## config.mk

```make
export PLATFORM = sky130hd
export DESIGN_NAME = isl_ctrl
export DESIGN_NICKNAME = d
export VERILOG_FILES = /design/src/isl_pkg.sv /design/src/isl_ctrl.sv
export SDC_FILE = /design/constraint.sdc
export NUM_CORES = 1
export LEC_CHECK = 0
export ABC_CLOCK_PERIOD_IN_PS = 2000
export BUFFER_PORTS_ARGS = -buffer_cell sky130_fd_sc_hd__buf_2
export CAP_MARGIN = 30
export CORE_AREA = 2 2 39 41
export DETAILED_ROUTE_END_ITERATION = 10
export DIE_AREA = 0 0 41 43
export PLACE_DENSITY = 0.7
export RECOVER_POWER = 50
export SYNTH_ARGS = -nofsm -noshare
export SYNTH_HDL_FRONTEND = slang
export SYNTH_SLANG_ARGS = --single-unit
```

## constraint.sdc

```tcl
create_clock -name i_clk -period 2 [get_ports i_clk]
set_input_delay 0.2 -clock i_clk [delete_from_list [all_inputs] [get_ports i_clk]]
set_output_delay 0.2 -clock i_clk [all_outputs]
set_load 0.01 [all_outputs]
```

## src/isl_pkg.sv

```systemverilog
// ----------------------------------------------------------------------------
// isl_pkg: shared types and constants for the indexed sequential list
// Operation and status codes, field widths, and the command and status
// groups that pass between the controller and the datapath.
// ----------------------------------------------------------------------------
package isl_pkg;

    localparam int unsigned CAPACITY_DEF = 128;

    localparam int unsigned OP_W   = 2;
    localparam int unsigned POS_W  = 7;
    localparam int unsigned VAL_W  = 32;
    localparam int unsigned STAT_W = 3;
    localparam int unsigned LEN_W  = 8;

    typedef enum logic [OP_W-1:0] {
        OP_INSERT = 2'd0,
        OP_DELETE = 2'd1,
        OP_FIND   = 2'd2,
        OP_READ   = 2'd3
    } t_op;

    typedef enum logic [STAT_W-1:0] {
        ST_OK        = 3'd0,
        ST_FULL      = 3'd1,
        ST_BAD_POS   = 3'd2,
        ST_EMPTY     = 3'd3,
        ST_NOT_FOUND = 3'd4
    } t_status;

    // controller -> datapath
    typedef struct packed {
        logic load;    // capture the request
        logic decode;  // check the request, set up the scan index
        logic step;    // issue the next store read of a shift or a search
        logic put;     // write the inserted value at its position
        logic fetch;   // read the store at the requested position
        logic grab;    // keep the word fetched for a read
        logic hit;     // record the matching index
        logic miss;    // record a failed search
        logic emit;    // load the result register, update the length
    } t_cmd;

    // datapath -> controller
    typedef struct packed {
        t_op  op;
        logic err;       // request rejected
        logic more;      // another store read is due
        logic hit;       // word under compare matches the search value
        logic rpend;     // a search read is in flight
        logic wpend;     // a shift write is due this cycle
        logic out_free;  // result register can take a new beat
    } t_stat;

endpackage

```

## src/isl_ctrl.sv

```systemverilog
// ----------------------------------------------------------------------------
// isl_ctrl: request sequencer
// Steps one request at a time through check, shift, search or read, and
// hands the result to the output register.
// ----------------------------------------------------------------------------
module isl_ctrl (
    input  logic          i_clk,
    input  logic          i_rst_n,
    input  logic          i_in_valid,
    output logic          o_in_ready,
    output isl_pkg::t_cmd o_cmd,
    input  isl_pkg::t_stat i_stat
);
    import isl_pkg::*;

    typedef enum logic [7:0] {
        S_IDLE   = 8'b0000_0001,
        S_DECODE = 8'b0000_0010,
        S_SHIFT  = 8'b0000_0100,
        S_PUT    = 8'b0000_1000,
        S_SCAN   = 8'b0001_0000,
        S_FETCH  = 8'b0010_0000,
        S_GRAB   = 8'b0100_0000,
        S_DONE   = 8'b1000_0000
    } t_state;

    t_state r_state;
    t_state n_state;

    always_ff @(posedge i_clk) begin
        if (!i_rst_n) begin
            r_state <= S_IDLE;
        end else begin
            r_state <= n_state;
        end
    end

    always_comb begin
        n_state = r_state;
        o_cmd   = '0;
        unique case (r_state)
            S_IDLE: begin
                if (i_in_valid) begin
                    o_cmd.load = 1'b1;
                    n_state    = S_DECODE;
                end
            end
            S_DECODE: begin
                o_cmd.decode = 1'b1;
                if (i_stat.err) begin
                    n_state = S_DONE;
                end else begin
                    unique case (i_stat.op)
                        OP_INSERT, OP_DELETE: n_state = S_SHIFT;
                        OP_FIND:              n_state = S_SCAN;
                        OP_READ:              n_state = S_FETCH;
                        default:              n_state = S_DONE;
                    endcase
                end
            end
            S_SHIFT: begin
                o_cmd.step = 1'b1;
                // the last moved word is written in the cycle more drops
                if (!i_stat.more) begin
                    n_state = (i_stat.op == OP_INSERT) ? S_PUT : S_DONE;
                end
            end
            S_PUT: begin
                o_cmd.put = 1'b1;
                n_state   = S_DONE;
            end
            S_SCAN: begin
                if (i_stat.hit) begin
                    o_cmd.hit = 1'b1;
                    n_state   = S_DONE;
                end else if (!i_stat.more && !i_stat.rpend) begin
                    o_cmd.miss = 1'b1;
                    n_state    = S_DONE;
                end else begin
                    o_cmd.step = 1'b1;
                end
            end
            S_FETCH: begin
                o_cmd.fetch = 1'b1;
                n_state     = S_GRAB;
            end
            S_GRAB: begin
                o_cmd.grab = 1'b1;
                n_state    = S_DONE;
            end
            S_DONE: begin
                if (i_stat.out_free) begin
                    o_cmd.emit = 1'b1;
                    n_state    = S_IDLE;
                end
            end
            default: n_state = S_IDLE;
        endcase
    end

    assign o_in_ready = (r_state == S_IDLE);

endmodule

```

# Word level (Yosys, flattened, before mapping)
# Index checks and enable logic that the tools add are counted.
dict set report totals {
  output_inout_bits 10
  register_bits 8
  word_cells 47
}
dict set report classes {
  eq_ne 15
  mux 24
  reduce_logical 7
}
# operator n
set ops {}
lappend ops {{$mux 8} 7}
lappend ops {{$pmux 8 s7} 1}
lappend ops {{$pmux 8 s3} 1}
lappend ops {{$mux 1} 13}
lappend ops {{$eq 8x1->1 const B} 1}
lappend ops {{$eq 8x2->1 const B} 1}
lappend ops {{$eq 8x3->1 const B} 1}
lappend ops {{$eq 8x4->1 const B} 1}
lappend ops {{$eq 8x5->1 const B} 1}
lappend ops {{$eq 8x6->1 const B} 1}
lappend ops {{$eq 8x7->1 const B} 1}
lappend ops {{$eq 8x8->1 const B} 1}
lappend ops {{$ne 2x2->1 const B} 3}
lappend ops {{$eq 2x2->1 const B} 2}
lappend ops {{$reduce_and 4->1} 1}
lappend ops {{$reduce_or 2->1} 2}
lappend ops {{$ne 3x3->1 const B} 1}
lappend ops {{$eq 2x1->1 const B} 1}
lappend ops {{$logic_not 1->1} 2}
lappend ops {{$logic_not 2->1} 1}
lappend ops {{$mux 2} 1}
lappend ops {{$pmux 1 s2} 1}
lappend ops {{$logic_and 1x1->1} 1}

# Longest topological paths before layout
dict set report logic_depth {
  ltp_word 5
  mapped_depth 5
  mapped_depth_nobuf 4
}

# Worst setup path after synthesis
# Ideal clock, no wire load.
dict set report synth_timing {
  path_type {register to register}
  start {register r_state[1]}
  end {register r_state[7]}
  t_arrival_ps 1607
  path_buffers 1
  t_required_ps 1883
  period_less_slack_ps 1725
  slack_ps 275
  setup_time_ps 117
  stages_incl_launch_ff 6
  path_cell_list {dfxtp_1 or4_1 buf_6 nor4_4 nor2_1 a32o_1}
}
dict set report synth_between {
  elab_chain_len 3
  elab_cells_between_ends 15
  classes_between {eq/ne (12); mux (1); reduce/logical (2)}
}
# element line
set synth_lines {}
lappend synth_lines {{from (decl)} isl_ctrl.sv:27} ;# t_state r_state;
lappend synth_lines {{from (signal assigned)} isl_ctrl.sv:34} ;# r_state <= n_state;
lappend synth_lines {{$eq 8x7->1, or another cell as far along} isl_ctrl.sv:41} ;# unique case (r_state)
lappend synth_lines {{$reduce_or 2->1 (no line), or another cell as far along} n/a}
lappend synth_lines {{$pmux 8 s7 or $reduce_and 4->1 (tied branches)} n/a}
# Several ways; a longest one is shown, not always the timed one.
# A chain may end at the register's enable or synchronous reset.

==> impl_metrics.sql <==
INSERT INTO impl_metrics (metric_group, metric, value, unit) VALUES
('power', 'leakage', '0.325', 'nW'),
('timing', 'setup_ws', '0.0656', 'ns'),
('critical_path', 'r2r_setup_slack', '0.18', 'ns'),
('min_path', 'hp-class', 'in2reg', ''),
('clock_tree', 'worstSkewPairLatency', '0.25', 'ns'),
('grt', 'grt.total_usage', '0.187', ''),
('critical_path', 'setup.worst_path.end_class', 'output pin', ''),
('timing', 'final_period_minus_worst_setup_slack', '1.93', 'ns'),
('logic_synthesis', 'yosysTopAreaCell', 'dfxtp_1', ''),
('status', 'outcome', 'finished clean', ''),
('logic_synthesis', 'syn_nets', '74', ''),
('clock_tree', 'cts.clk_slew.worst_paths', '0.06', 'ns'),
('placement', 'post-dp-hpwl', '1060', 'um'),
('logic_synthesis', 'synth_edf_count', '0', ''),
('power', 'power.switching', '153', 'uW'),
('routing', 'detailedRoute.firstIterationViolations', '10', ''),
('power', 'comb_power_share', '0.358', ''),
('placement', 'buffer_ports.inserted', '19', ''),
('clock_tree', 'cts_tree', 'built', ''),
('cells_and_area', 'largest-register', 'r_state', ''),
('critical_path', 'worst_path_max_delay_cell', 'or4b_4', ''),
('logic_synthesis', 'asyncSetResetFlopFracSynth', '0', ''),
('cells_and_area', 'insertedDiodeCount', '0', ''),
('grt', 'grt_first_pass_wirelength', '2170', 'um'),
('grt', 'grt_start_max_net_pins', '8', ''),
('routing', 'routedWlPerCell', '13.0', 'um'),
('logic_synthesis', 'syn_inst', '63', ''),
('power', 'post-layout-total-power', '473', 'uW'),
('critical_path', 'setup.worst_path.class', 'reg2out', ''),
('timing', 'max_slew_violations', '0', ''),
('cells_and_area', 'finalNonFillerCells', '107', ''),
('power', 'peakVddDrop', '0.000390', 'V'),
('cells_and_area', 'drive_gt1_frac', '0.473', ''),
('critical_path', 'worst_ep_arrival_time', '1.73', 'ns'),
('timing', 'clock_skew', '0.00723', 'ns'),
('grt', 'antenna_found_initial', '0', ''),
('timing', 'finalSetupViolations', '0', ''),
('critical_path', 'path_cells', 'or4b_4, nor4_4, a21o_2, buf_2', ''),
('logic_synthesis', 'synth_ff_type', 'dfxtp_1', ''),
('floorplanning', 'design.portCount', '21', ''),
('clock_tree', 'cts_max_level', '1', ''),
('floorplanning', 'die_h', '43', 'um'),
('floorplanning', 'die_area', '1760', 'um^2'),
('cells_and_area', 'multi_input_comb_area', '402', 'um^2'),
('flow_run', 'max-cap-violations', '0', ''),
('clock_tree', 'ctsRootBufferMaster', 'clkbuf_4', ''),
('routing', 'route.vias.total', '608', ''),
('cells_and_area', 'seqCellArea', '166', 'um^2'),
('placement', 'gpl.final_weighted_congestion', '0.829', ''),
('routing', 'dr_drc_count', '0', ''),
('logic_synthesis', 'synth_area_per_cell', '8.80', 'um^2'),
('cells_and_area', 'largestRegisters', 'r_state x8', ''),
('timing', 'rsz0062_at_grt', 'no', ''),
('power', 'power_frac_seq', '0.379', ''),
('clock_tree', 'clockBufferDepth', '2', ''),
('routing', 'detail-route-antenna-nets', '0', ''),
('grt', 'grt_overflow', '0', ''),
('timing', 'maxClockFrequency', '517', 'MHz'),
('logic_synthesis', 'synth_seq_area_share', '0.289', ''),
('floorplanning', 'fp.coreArea', '1380', 'um^2'),
('power', 'cellPowerDensity', '619', 'nW/um^2'),
('cells_and_area', 'area_delta_synth_final', '37.9', '%'),
('logic_synthesis', 'ff_latch_count_synth', '8', ''),
('logic_synthesis', 'yosys-top-cells-count', '8 x dfxtp_1, 6 x nor3_1, 5 x nor2_1, 5 x nor4b_1, 4 x nor4_1', ''),
('floorplanning', 'core.rowCount', '14', ''),
('power', 'sw_frac_of_total', '0.324', ''),
('critical_path', 'worstPathMaxFanout', '7', ''),
('routing', 'first_pass_iters', '4', ''),
('power', 'p_clk_frac', '0.263', ''),
('clock_tree', 'hold_bufs_at_cts', '0', ''),
('floorplanning', 'chipWidth', '41', 'um');
what timing repair did:
item / in CTS / in global routing
pin swaps: 1 / 2
endpoints found under the setup margin: 3 / 5
setup buffers: 1 / 0
gates resized for setup: 2 / 8
logic make-up (layout without fill, tap and decap cells):
group	Yosys count	count (layout)	share of synthesized area
compound gates	12	12	0.176
xor+xnor	2	2	0.0316
buf+inv	4	32	0.0406
flops	8	8	0.289
simple gates	37	37	0.463
per-layer routing:
metal | GRT usage | wire length, um
met1 | 0.227 | 637
met2 | 0.278 | 640
met3 | 0.0785 | 89
met4 | 0.0800 | 19
met5 | 0 | 0
power by group through the flow:
stage | clock network (mW) | logic (mW) | registers [mW]
4_1_cts | 0.130 | 0.160 | 0.179
6_report | 0.124 | 0.169 | 0.179
5_1_grt | 0.146 | 0.185 | 0.182
3_5_place_dp | 0 | 0.155 | 0.181
3_3_place_gp | 0 | 0.152 | 0.182
2_1_floorplan | 0 | 0.0939 | 0.184
area by class of cell:
cell class                 count  share of cell area
multi-input combinational     51               0.525
tap                           16              0.0262
clock buffer                   3              0.0295
timing repair buffer          26               0.187
inverter                       3              0.0147
sequential                     8               0.218
path summary, 6_finish.rpt:
path | startpoint | endpoint | depth (start not counted)
hold / removal | i_stat[6] | r_state[3] | 2
hold reg to reg | r_state[2] | r_state[1] | 2
setup reg to reg | r_state[7] | r_state[5] | 4
setup / recovery | r_state[6] | o_cmd[6] | 4
placed cells by master (no fill, tap or decap), types with 3 or more instances in the layout:
master and instances:
buf_4 6, nor4b_1 3, nor3_1 5, nand2_1 3, dfxtp_2 5, nor4_1 4, dfxtp_1 3, nor2_1 5
buf_2 18, inv_1 3, clkbuf_4 3
worst max-delay path, delay by kind of cell (launching register included):
kind / cells / cell delay, ns
AOI/OAI and AO/OA: 1 / 0.12
DFF: 1 / 0.35
and+or+nand+nor: 2 / 0.89
buffers and inverters: 1 / 0.11
stage by stage:
stage / utilization / area (um^2) / hold slack, ns
4_1_cts: 0.537 / 743 / 0.154
3_5_place_dp: 0.508 / 703 / 0.416
5_1_grt: 0.552 / 764 / 0.151
3_3_place_gp: 0.508 / 703 / 0.416
6_report: 0.552 / 764 / 0.156
2_1_floorplan: - / 554 / 0.277
(Power assumes the default switching activity.)
